## src/rtl/fuzzy_membership_evaluator_macros.svh

```systemverilog
// Assertion macros for the fuzzy membership evaluator.
// They use the clk and arst_n names of the module that includes them.
`ifndef FUZZY_MEMBERSHIP_EVALUATOR_MACROS_SVH
`define FUZZY_MEMBERSHIP_EVALUATOR_MACROS_SVH
`ifndef SYNTHESIS
`define FME_ASSERT_IMP(name, ante, cons) \
	name: assert property (@(posedge clk) disable iff (!arst_n) (ante) |-> (cons)) \
		else $error("fuzzy membership evaluator check failed");
`define FME_ASSERT_DLY(name, ante, dly, cons) \
	name: assert property (@(posedge clk) disable iff (!arst_n) (ante) |-> ##dly (cons)) \
		else $error("fuzzy membership evaluator latency check failed");
`else
`define FME_ASSERT_IMP(name, ante, cons)
`define FME_ASSERT_DLY(name, ante, dly, cons)
`endif
`endif

```

## src/rtl/fme_pkg.sv

```systemverilog
package fme_pkg;

	localparam int HEIGHT_W = 16;
	localparam int SHAPE_W = 2;
	localparam int INDEX_W = 3;

	localparam logic [SHAPE_W-1:0] SHAPE_RECT = 2'd0;
	localparam logic [SHAPE_W-1:0] SHAPE_TRI = 2'd1;
	localparam logic [SHAPE_W-1:0] SHAPE_TRAP = 2'd2;

	localparam logic [INDEX_W-1:0] REG_SHAPE = 3'd0;
	localparam logic [INDEX_W-1:0] REG_HEIGHT = 3'd1;
	localparam logic [INDEX_W-1:0] REG_POINT_A = 3'd2;
	localparam logic [INDEX_W-1:0] REG_POINT_B = 3'd3;
	localparam logic [INDEX_W-1:0] REG_POINT_C = 3'd4;
	localparam logic [INDEX_W-1:0] REG_POINT_D = 3'd5;
	localparam logic [INDEX_W-1:0] REG_OPEN_LEFT = 3'd6;
	localparam logic [INDEX_W-1:0] REG_OPEN_RIGHT = 3'd7;

	localparam logic [SHAPE_W-1:0] SHAPE_RESET = SHAPE_TRI;
	localparam logic [HEIGHT_W-1:0] HEIGHT_RESET = 16'h8000;

	typedef enum logic [1:0] {
		KIND_ZERO,
		KIND_ONE,
		KIND_RATIO
	} kind_t;

	typedef struct packed {
		logic [SHAPE_W-1:0] shape;
		logic open_left;
		logic open_right;
	} cfg_ctl_t;

endpackage

```

## src/rtl/fme_classify.sv

```systemverilog
module fme_classify
	import fme_pkg::*;
#(
	parameter int SAMPLE_WIDTH = 16
) (
	input logic clk,
	input logic arst_n,
	input logic in_valid,
	input logic signed [SAMPLE_WIDTH-1:0] sample,
	input logic signed [SAMPLE_WIDTH-1:0] point_a,
	input logic signed [SAMPLE_WIDTH-1:0] point_b,
	input logic signed [SAMPLE_WIDTH-1:0] point_c,
	input logic signed [SAMPLE_WIDTH-1:0] point_d,
	input cfg_ctl_t ctl,
	output logic out_valid,
	output kind_t out_kind,
	output logic [SAMPLE_WIDTH-1:0] out_rem,
	output logic [SAMPLE_WIDTH-1:0] out_width
);

	localparam int DW = SAMPLE_WIDTH + 1;

	typedef enum logic [1:0] {
		SIDE_LEFT,
		SIDE_TRI_RIGHT,
		SIDE_TRAP_RIGHT
	} side_t;

	side_t side;
	kind_t kind_c;
	logic out_low;
	logic out_high_c;
	logic out_high_d;
	logic signed [SAMPLE_WIDTH-1:0] op_p;
	logic signed [SAMPLE_WIDTH-1:0] op_q;
	logic signed [SAMPLE_WIDTH-1:0] op_r;
	logic signed [SAMPLE_WIDTH-1:0] op_s;
	logic signed [DW-1:0] dist_c;
	logic signed [DW-1:0] width_c;

	logic valid_s1;
	kind_t kind_s1;
	logic signed [DW-1:0] dist_s1;
	logic signed [DW-1:0] width_s1;

	kind_t kind2_c;
	logic valid_s2;
	kind_t kind_s2;
	logic [SAMPLE_WIDTH-1:0] rem_s2;
	logic [SAMPLE_WIDTH-1:0] width_s2;

	always_comb begin
		out_low = !ctl.open_left && (sample < point_a);
		out_high_c = !ctl.open_right && (sample > point_c);
		out_high_d = !ctl.open_right && (sample > point_d);
		kind_c = KIND_ZERO;
		side = SIDE_LEFT;
		unique case (ctl.shape)
			SHAPE_RECT: begin
				kind_c = (out_low || out_high_d) ? KIND_ZERO : KIND_ONE;
			end
			SHAPE_TRI: begin
				if (out_low || out_high_c) begin
					kind_c = KIND_ZERO;
				end else if (sample == point_b) begin
					kind_c = KIND_ONE;
				end else if (sample < point_b) begin
					kind_c = ctl.open_left ? KIND_ONE : KIND_RATIO;
					side = SIDE_LEFT;
				end else begin
					kind_c = ctl.open_right ? KIND_ONE : KIND_RATIO;
					side = SIDE_TRI_RIGHT;
				end
			end
			SHAPE_TRAP: begin
				if (out_low || out_high_d) begin
					kind_c = KIND_ZERO;
				end else if (sample < point_b) begin
					kind_c = ctl.open_left ? KIND_ONE : KIND_RATIO;
					side = SIDE_LEFT;
				end else if (sample < point_c) begin
					kind_c = KIND_ONE;
				end else if (sample < point_d) begin
					kind_c = ctl.open_right ? KIND_ONE : KIND_RATIO;
					side = SIDE_TRAP_RIGHT;
				end else begin
					kind_c = ctl.open_right ? KIND_ONE : KIND_ZERO;
				end
			end
			default: begin
				kind_c = KIND_ZERO;
			end
		endcase
	end

	always_comb begin
		unique case (side)
			SIDE_TRI_RIGHT: begin
				op_p = point_c;
				op_q = sample;
				op_r = point_c;
				op_s = point_b;
			end
			SIDE_TRAP_RIGHT: begin
				op_p = point_d;
				op_q = sample;
				op_r = point_d;
				op_s = point_c;
			end
			default: begin
				op_p = sample;
				op_q = point_a;
				op_r = point_b;
				op_s = point_a;
			end
		endcase
		dist_c = DW'(op_p) - DW'(op_q);
		width_c = DW'(op_r) - DW'(op_s);
	end

	always_ff @(posedge clk or negedge arst_n) begin
		if (!arst_n) begin
			valid_s1 <= 1'b0;
		end else begin
			valid_s1 <= in_valid;
		end
	end

	always_ff @(posedge clk) begin
		kind_s1 <= kind_c;
		dist_s1 <= dist_c;
		width_s1 <= width_c;
	end

	always_comb begin
		kind2_c = kind_s1;
		if (kind_s1 == KIND_RATIO) begin
			if (dist_s1[DW-1] || (dist_s1 == DW'(0))) begin
				kind2_c = KIND_ZERO;
			end else if (width_s1[DW-1] || (width_s1 == DW'(0))) begin
				kind2_c = KIND_ONE;
			end else if (dist_s1 >= width_s1) begin
				kind2_c = KIND_ONE;
			end else begin
				kind2_c = KIND_RATIO;
			end
		end
	end

	always_ff @(posedge clk or negedge arst_n) begin
		if (!arst_n) begin
			valid_s2 <= 1'b0;
		end else begin
			valid_s2 <= valid_s1;
		end
	end

	always_ff @(posedge clk) begin
		kind_s2 <= kind2_c;
		rem_s2 <= dist_s1[SAMPLE_WIDTH-1:0];
		width_s2 <= width_s1[SAMPLE_WIDTH-1:0];
	end

	assign out_valid = valid_s2;
	assign out_kind = kind_s2;
	assign out_rem = rem_s2;
	assign out_width = width_s2;

endmodule

```

## src/rtl/fme_divider.sv

```systemverilog
module fme_divider
	import fme_pkg::*;
#(
	parameter int SAMPLE_WIDTH = 16,
	parameter int DEGREE_FRAC_BITS = 15
) (
	input logic clk,
	input logic arst_n,
	input logic in_valid,
	input kind_t in_kind,
	input logic [SAMPLE_WIDTH-1:0] in_rem,
	input logic [SAMPLE_WIDTH-1:0] in_width,
	output logic out_valid,
	output kind_t out_kind,
	output logic [DEGREE_FRAC_BITS-1:0] out_quot
);

	localparam int STAGES = DEGREE_FRAC_BITS;

	logic valid_s [1:STAGES];
	kind_t kind_s [1:STAGES];
	logic [SAMPLE_WIDTH-1:0] rem_s [1:STAGES];
	logic [SAMPLE_WIDTH-1:0] wid_s [1:STAGES];
	logic [DEGREE_FRAC_BITS-1:0] quot_s [1:STAGES];

	for (genvar k = 0; k < STAGES; k++) begin : g_stage
		logic valid_in;
		kind_t kind_in;
		logic [SAMPLE_WIDTH-1:0] rem_in;
		logic [SAMPLE_WIDTH-1:0] wid_in;
		logic [DEGREE_FRAC_BITS-1:0] quot_in;
		logic [SAMPLE_WIDTH:0] shifted;
		logic ge;
		logic [SAMPLE_WIDTH:0] diff;

		if (k == 0) begin : g_head
			assign valid_in = in_valid;
			assign kind_in = in_kind;
			assign rem_in = in_rem;
			assign wid_in = in_width;
			assign quot_in = '0;
		end else begin : g_link
			assign valid_in = valid_s[k];
			assign kind_in = kind_s[k];
			assign rem_in = rem_s[k];
			assign wid_in = wid_s[k];
			assign quot_in = quot_s[k];
		end

		always_comb begin
			shifted = {rem_in, 1'b0};
			diff = shifted - {1'b0, wid_in};
			ge = shifted >= {1'b0, wid_in};
		end

		always_ff @(posedge clk or negedge arst_n) begin
			if (!arst_n) begin
				valid_s[k+1] <= 1'b0;
			end else begin
				valid_s[k+1] <= valid_in;
			end
		end

		always_ff @(posedge clk) begin
			kind_s[k+1] <= kind_in;
			wid_s[k+1] <= wid_in;
			rem_s[k+1] <= ge ? diff[SAMPLE_WIDTH-1:0] : shifted[SAMPLE_WIDTH-1:0];
			quot_s[k+1] <= {quot_in[DEGREE_FRAC_BITS-2:0], ge};
		end
	end

	assign out_valid = valid_s[STAGES];
	assign out_kind = kind_s[STAGES];
	assign out_quot = quot_s[STAGES];

endmodule

```

## src/rtl/fme_scale.sv

```systemverilog
module fme_scale
	import fme_pkg::*;
#(
	parameter int DEGREE_FRAC_BITS = 15
) (
	input logic clk,
	input logic arst_n,
	input logic in_valid,
	input kind_t in_kind,
	input logic [DEGREE_FRAC_BITS-1:0] in_quot,
	input logic [HEIGHT_W-1:0] height,
	output logic out_valid,
	output logic [DEGREE_FRAC_BITS:0] out_degree
);

	localparam int QW = DEGREE_FRAC_BITS + 1;
	localparam int HW = (QW > HEIGHT_W) ? QW : HEIGHT_W;
	localparam logic [QW-1:0] ONE_Q = {1'b1, {DEGREE_FRAC_BITS{1'b0}}};
	localparam logic [HW-1:0] ONE_H = HW'(ONE_Q);

	logic [QW-1:0] frac_c;
	logic [HW-1:0] height_ext;
	logic [QW-1:0] height_sat;

	logic valid_s1;
	logic [QW-1:0] frac_s1;
	logic valid_s2;
	logic [2*QW-1:0] prod_s2;

	always_comb begin
		unique case (in_kind)
			KIND_ONE: frac_c = ONE_Q;
			KIND_RATIO: frac_c = {1'b0, in_quot};
			default: frac_c = '0;
		endcase
		height_ext = HW'(height);
		height_sat = (height_ext > ONE_H) ? ONE_Q : height_ext[QW-1:0];
	end

	always_ff @(posedge clk or negedge arst_n) begin
		if (!arst_n) begin
			valid_s1 <= 1'b0;
			valid_s2 <= 1'b0;
		end else begin
			valid_s1 <= in_valid;
			valid_s2 <= valid_s1;
		end
	end

	always_ff @(posedge clk) begin
		frac_s1 <= frac_c;
		prod_s2 <= (2*QW)'(height_sat) * (2*QW)'(frac_s1);
	end

	assign out_valid = valid_s2;
	assign out_degree = prod_s2[2*DEGREE_FRAC_BITS:DEGREE_FRAC_BITS];

endmodule

```

## src/rtl/fuzzy_membership_evaluator.sv

```systemverilog
// Channel   Handshake         Payload
// request   start, busy       sample
// result    done (strobe)     degree
// config    wr_en             wr_index, wr_data
//
// One request is taken in every cycle; busy stays low.
// A taken request passes through the classification registers, one divider
// stage per quotient bit and the scaling registers, which scale by the height
// with the multiplier registered at its output.
// Reset clears the valid bits of every stage and loads the register defaults.
// The receiver cannot stall; done is high for exactly one cycle per result.
module fuzzy_membership_evaluator
	import fme_pkg::*;
#(
	parameter int SAMPLE_WIDTH = 16,
	parameter int DEGREE_FRAC_BITS = 15
) (
	input logic clk,
	input logic arst_n,
	input logic start,
	output logic busy,
	input logic signed [SAMPLE_WIDTH-1:0] sample,
	output logic done,
	output logic [DEGREE_FRAC_BITS:0] degree,
	input logic wr_en,
	input logic [INDEX_W-1:0] wr_index,
	input logic [((SAMPLE_WIDTH > HEIGHT_W) ? SAMPLE_WIDTH : HEIGHT_W)-1:0] wr_data
);

	`include "fuzzy_membership_evaluator_macros.svh"

	localparam int LAT = DEGREE_FRAC_BITS + 4;

	cfg_ctl_t ctl_q;
	logic [HEIGHT_W-1:0] height_q;
	logic signed [SAMPLE_WIDTH-1:0] point_a_q;
	logic signed [SAMPLE_WIDTH-1:0] point_b_q;
	logic signed [SAMPLE_WIDTH-1:0] point_c_q;
	logic signed [SAMPLE_WIDTH-1:0] point_d_q;

	logic cls_valid;
	kind_t cls_kind;
	logic [SAMPLE_WIDTH-1:0] cls_rem;
	logic [SAMPLE_WIDTH-1:0] cls_width;
	logic div_valid;
	kind_t div_kind;
	logic [DEGREE_FRAC_BITS-1:0] div_quot;

	assign busy = 1'b0;

	always_ff @(posedge clk or negedge arst_n) begin
		if (!arst_n) begin
			ctl_q.shape <= SHAPE_RESET;
			ctl_q.open_left <= 1'b0;
			ctl_q.open_right <= 1'b0;
			height_q <= HEIGHT_RESET;
			point_a_q <= SAMPLE_WIDTH'(-256);
			point_b_q <= '0;
			point_c_q <= SAMPLE_WIDTH'(256);
			point_d_q <= SAMPLE_WIDTH'(256);
		end else if (wr_en) begin
			unique case (wr_index)
				REG_SHAPE: ctl_q.shape <= wr_data[SHAPE_W-1:0];
				REG_HEIGHT: height_q <= wr_data[HEIGHT_W-1:0];
				REG_POINT_A: point_a_q <= wr_data[SAMPLE_WIDTH-1:0];
				REG_POINT_B: point_b_q <= wr_data[SAMPLE_WIDTH-1:0];
				REG_POINT_C: point_c_q <= wr_data[SAMPLE_WIDTH-1:0];
				REG_POINT_D: point_d_q <= wr_data[SAMPLE_WIDTH-1:0];
				REG_OPEN_LEFT: ctl_q.open_left <= wr_data[0];
				REG_OPEN_RIGHT: ctl_q.open_right <= wr_data[0];
				default: ;
			endcase
		end
	end

	fme_classify #(
		.SAMPLE_WIDTH(SAMPLE_WIDTH)
	) u_classify (
		.clk(clk),
		.arst_n(arst_n),
		.in_valid(start && !busy),
		.sample(sample),
		.point_a(point_a_q),
		.point_b(point_b_q),
		.point_c(point_c_q),
		.point_d(point_d_q),
		.ctl(ctl_q),
		.out_valid(cls_valid),
		.out_kind(cls_kind),
		.out_rem(cls_rem),
		.out_width(cls_width)
	);

	fme_divider #(
		.SAMPLE_WIDTH(SAMPLE_WIDTH),
		.DEGREE_FRAC_BITS(DEGREE_FRAC_BITS)
	) u_divider (
		.clk(clk),
		.arst_n(arst_n),
		.in_valid(cls_valid),
		.in_kind(cls_kind),
		.in_rem(cls_rem),
		.in_width(cls_width),
		.out_valid(div_valid),
		.out_kind(div_kind),
		.out_quot(div_quot)
	);

	fme_scale #(
		.DEGREE_FRAC_BITS(DEGREE_FRAC_BITS)
	) u_scale (
		.clk(clk),
		.arst_n(arst_n),
		.in_valid(div_valid),
		.in_kind(div_kind),
		.in_quot(div_quot),
		.height(height_q),
		.out_valid(done),
		.out_degree(degree)
	);

	`FME_ASSERT_DLY(a_result_latency, start && !busy, LAT, done)
	`FME_ASSERT_IMP(a_no_spurious_result, done, $past(start && !busy, LAT))
	`FME_ASSERT_IMP(a_degree_bounded, done, !degree[DEGREE_FRAC_BITS] || (degree[DEGREE_FRAC_BITS-1:0] == '0))

endmodule

```

## config.mk

```make
export PLATFORM = sky130hd
export DESIGN_NAME = fuzzy_membership_evaluator
export DESIGN_NICKNAME = d
export VERILOG_FILES = /design/src/rtl/fme_pkg.sv /design/src/rtl/fme_classify.sv /design/src/rtl/fme_divider.sv /design/src/rtl/fme_scale.sv /design/src/rtl/fuzzy_membership_evaluator.sv
export VERILOG_INCLUDE_DIRS = /design/src /design/src/rtl
export SDC_FILE = /design/constraint.sdc
export NUM_CORES = 2
export LEC_CHECK = 0
export ABC_AREA = 0
export BUFFER_PORTS_ARGS = -buffer_cell sky130_fd_sc_hd__buf_2
export CORE_MARGIN = 5
export CORE_UTILIZATION = 55
export DETAILED_ROUTE_END_ITERATION = 10
export PLACE_DENSITY = 0.73
export SLEW_MARGIN = 20
export SYNTH_ARGS = -nofsm -noshare
export SYNTH_HDL_FRONTEND = slang
export SYNTH_HIERARCHICAL = 1
export SYNTH_SLANG_ARGS = --single-unit
```

## constraint.sdc

```tcl
create_clock -name clk -period 7.1 [get_ports clk]
set_input_delay 2.13 -clock clk [delete_from_list [all_inputs] [get_ports clk]]
set_output_delay 2.13 -clock clk [all_outputs]
set_load 0.01 [all_outputs]
```

==> results.md <==
* Worst clock skew at 0.03416 ns
* Max VDD drop at 0.2488 mV
* Via density at 5.492
* Global-route wire length before repair at 159400 um
* Core area at 80810 um^2
* Post-route DRC at 0
* Final period util at 93.75%
* Max clock buf depth at 3
* Sequential fraction of the synthesis area at 36.95%
* Most common cell after layout, fill and taps aside: dfxtp_1
* Layout area overhead at 10.13%
* Syn nets at 5267
* TritonCTS buffer count at 84
* Worst Path Buf+Inv at 4
* Dpl hpwl at 73120 um
* Slowest CP cell: o311ai_0
* Pwr Density at 562.5 nW/um^2
* Total setup violations reported at the end of the flow at 0
* Worst-Skew Late Latency at 0.64 ns
* Drt pass-1 iters at 6
* Chip Width at 295.9 um
* Pleak at 23.93 nW
* H-tree levels at 3
* Dpl cell area at 46600 um^2
* # fillers at 6607
* Synth Flop Type: dfxtp_1
* RSZ-0062 raised after global routing: false
* CP delay by family, top: compound AO/OA/AOI/OAI gates
* Min-delay src: u_divider/quot_s[13][10]$_DFF_P_
* Slew margin rel. at 26.85%
* Die Ht at 295.9 um
* Vias at 31820
* Fmax at 150.2 MHz
* Number of post-CTS setup repair buffers at 0
* CP cell instances: buf_2, ha_1, and4_1, a21oi_1, nand4_1, o311ai_0, o21ai_0, nor4_1, buf_4, inv_1, ha_1, a221o_1, o21ai_0, ha_1, fa_1, nor2b_1, o21ai_0, a21boi_0, o41ai_1, o22ai_1, buf_4, o21ai_0, xnor2_1
* Crit. End Element: flop
* Clock sinks at 803
* Setup tns final at 0 ns
* Starting Density at 55.62%
* CP arrival at 7.21 ns
* Layout cells sized above 1 at 11.22%
* Slowest cell delay on critical path at 0.43 ns
* Post-synthesis cell type count at 106
* Synth Cell Area at 44940 um^2
* Design Area, Final at 49500 um^2
* Largest net degree at the start of global routing at 68
* Warnings from Yosys at 6
* Post-route ant nets at 0
* NumNets Final at 5367
* GRT Overall Usage at 22.05%
* Cell Rows at 104
* Root Buffer: clkbuf_16
* Worst EP required at 7.65 ns
* Gpl congestion at 0.9000
* #FFs+latches synth at 803
* Initial antenna violation count at 3
* Port Buffer Count at 55
* Final min period at 6.656 ns
* Pins Over Slew Limit at 0
* Reg2reg start: height_q[7]$_DFFE_PN0P_
* Post-Syn Instances at 4566
* Quantity of gates resized following cts at 0
* Hold crit path type: reg -> reg
* Async SR Flop Fraction at 12.83%
* Number of DRC markers in iteration 0 at 1942
* Worst Setup Path Type: in -> reg
* Largest fanout on the critical path at 7
* Wirelength, routed at 95550 um
* Max_cap viols at 0
* # IOs at 57
* Die area at 87530 um^2
* Most frequent CP cell: o21ai_0
* Number of enable flip-flop cells after synthesis at 0
* Routed WL per cell at 16.49 um
* TritonCTS clock tree: done
* GR Overflow Total at 0
* Status: complete, no violations
* Critical path origin: sample[15]
* CTS clk-pin slew, worst paths at 0.06 ns
* Commonest cells after routing, fill and taps aside: 700 x dfxtp_1, 642 x inv_1, 453 x ha_1
* Cts hold-fix bufs at 0
* Vias in the first global route at 32390
* Worst-Margin Slew at 1.096 ns
* CP Launch Type: input pin
* Final Hold Vio Count at 0
* Average size of a mapped cell at 9.843 um^2
[report_power, final]
group | switching [mW] | total (mW) | internal [mW] | leakage (nW)
Clock | 1.81 | 4.51 | 2.71 | 1.40
Sequential | 1.35 | 8.23 | 6.88 | 7.10
Combinational | 8.08 | 15.1 | 7.02 | 15.4
Total | 11.2 | 27.8 | 16.6 | 23.9
[worst paths after layout]
kind,cells after the start,to,slack (ns)
max,23,u_classify/dist_s1[14]$_DFF_P_,0.44
min in group asynchronous,1,point_d_q[2]$_DFFE_PN0P_,1.60
min reg2reg,0,u_divider/quot_s[14][11]$_DFF_P_,0.30
max in group asynchronous,2,point_a_q[9]$_DFFE_PN1P_,4.45
min,0,u_divider/quot_s[14][11]$_DFF_P_,0.30
max reg2reg,23,u_scale/prod_s2[30]$_DFF_P_,0.45
[worst reg2reg max path, cell delays in order, from the launching register on]
cell and delay, ns:
dfrtp_1 0.40, nor4_2 0.31, a41oi_1 0.28, nor2b_1 0.27, buf_12 0.20, nand2_1 0.09
fa_1 0.52, fa_1 0.47, fa_1 0.54, inv_1 0.05, fa_1 0.44, fa_1 0.51
inv_1 0.05, fa_1 0.47, inv_1 0.04, ha_1 0.33, a21oi_1 0.24, o21ai_0 0.14
buf_4 0.17, a41oi_1 0.27, a211oi_2 0.12, nor4b_2 0.38, o21ba_1 0.18, xnor2_1 0.11
[per-stage QoR]
step / utilization [%] / hold slack, ns / worst slack (ns) / total power, mW / cells
6_report: 61.25 / 0.3022 / 0.4440 / 27.84 / 5794
5_1_grt: 61.25 / 0.3157 / 0.04558 / 30.30 / 5793
4_1_cts: 61.22 / 0.2993 / 0.3090 / 27.96 / 5793
3_5_place_dp: 57.66 / 0.3121 / 0.0005587 / 23.21 / 5640
3_3_place_gp: 57.66 / 0.3098 / 0.1223 / 22.84 / 5640
2_1_floorplan: - / 0.3096 / 0.5961 / 19.85 / 4566
[cells in the mapped netlist (25+ instances only)]
cell type	instances	area [um^2]
a31oi_1	27	168.9
a21oi_1	230	1151
nor2_1	200	750.7
o31ai_1	27	202.7
nand4_1	49	306.5
o21ai_0	192	960.9
inv_1	642	2410
clkbuf_1	62	232.7
dfrtp_1	91	2277
mux2_4	52	780.8
o21a_1	58	435.4
nor2b_1	71	444.2
xnor2_1	134	1174
nand3_1	42	210.2
xor2_1	57	499.2
dfxtp_1	700	14010
a21o_1	77	578.1
nand2b_1	37	231.5
and2_1	155	969.7
fa_1	208	4164
mux2_2	125	1408
a211oi_1	25	187.7
nand2_1	320	1201
ha_1	454	5680
or3_1	27	168.9
nor3_1	68	340.3
[cell families (layout without fill, tap and decap cells)]
family / after synthesis / in the layout / share of synthesized area, %
simple gates: 1067 / 1067 / 12.00
compound gates: 894 / 894 / 13.45
flops: 803 / 803 / 36.95
buf+inv: 749 / 916 / 6.601
fa+ha+maj: 662 / 662 / 21.90
mux: 199 / 199 / 5.359
xor+xnor: 191 / 191 / 3.722
other cells: 1 / 2 / 0.008344
[registers in the layout (all words and copies together) (netlist names), 17 cells and up]
signal               flops
u_divider/quot_s       120
u_divider/wid_s        224
u_divider/kind_s        30
u_classify/width_s1     17
u_divider/rem_s        224
u_classify/dist_s1      17
[final cells by class]
type                            instances  area (um^2)  area share [%]
Timing Repair Buffer                  118        825.8           1.668
Antenna cell                            1        2.502        0.005056
Sequential cell                       803        16610           33.55
Inverter                              645         2421           4.892
Tap cell                             1060         1326           2.680
Clock buffer                          109         2307           4.662
Clock inverter                         44        563.0           1.138
Multi-Input combinational cell       3014        25440           51.41
[per-layer routing]
metal  vias up  wire length (um)  GRT usage, %
li1      15690                 -             -
met1     15190             41180         27.70
met2       718             46710         38.77
met3       224              4508         3.385
met4         2              3140         7.925
met5         -                13             0
No activity file was read; power rests on OpenSTA's default activity.
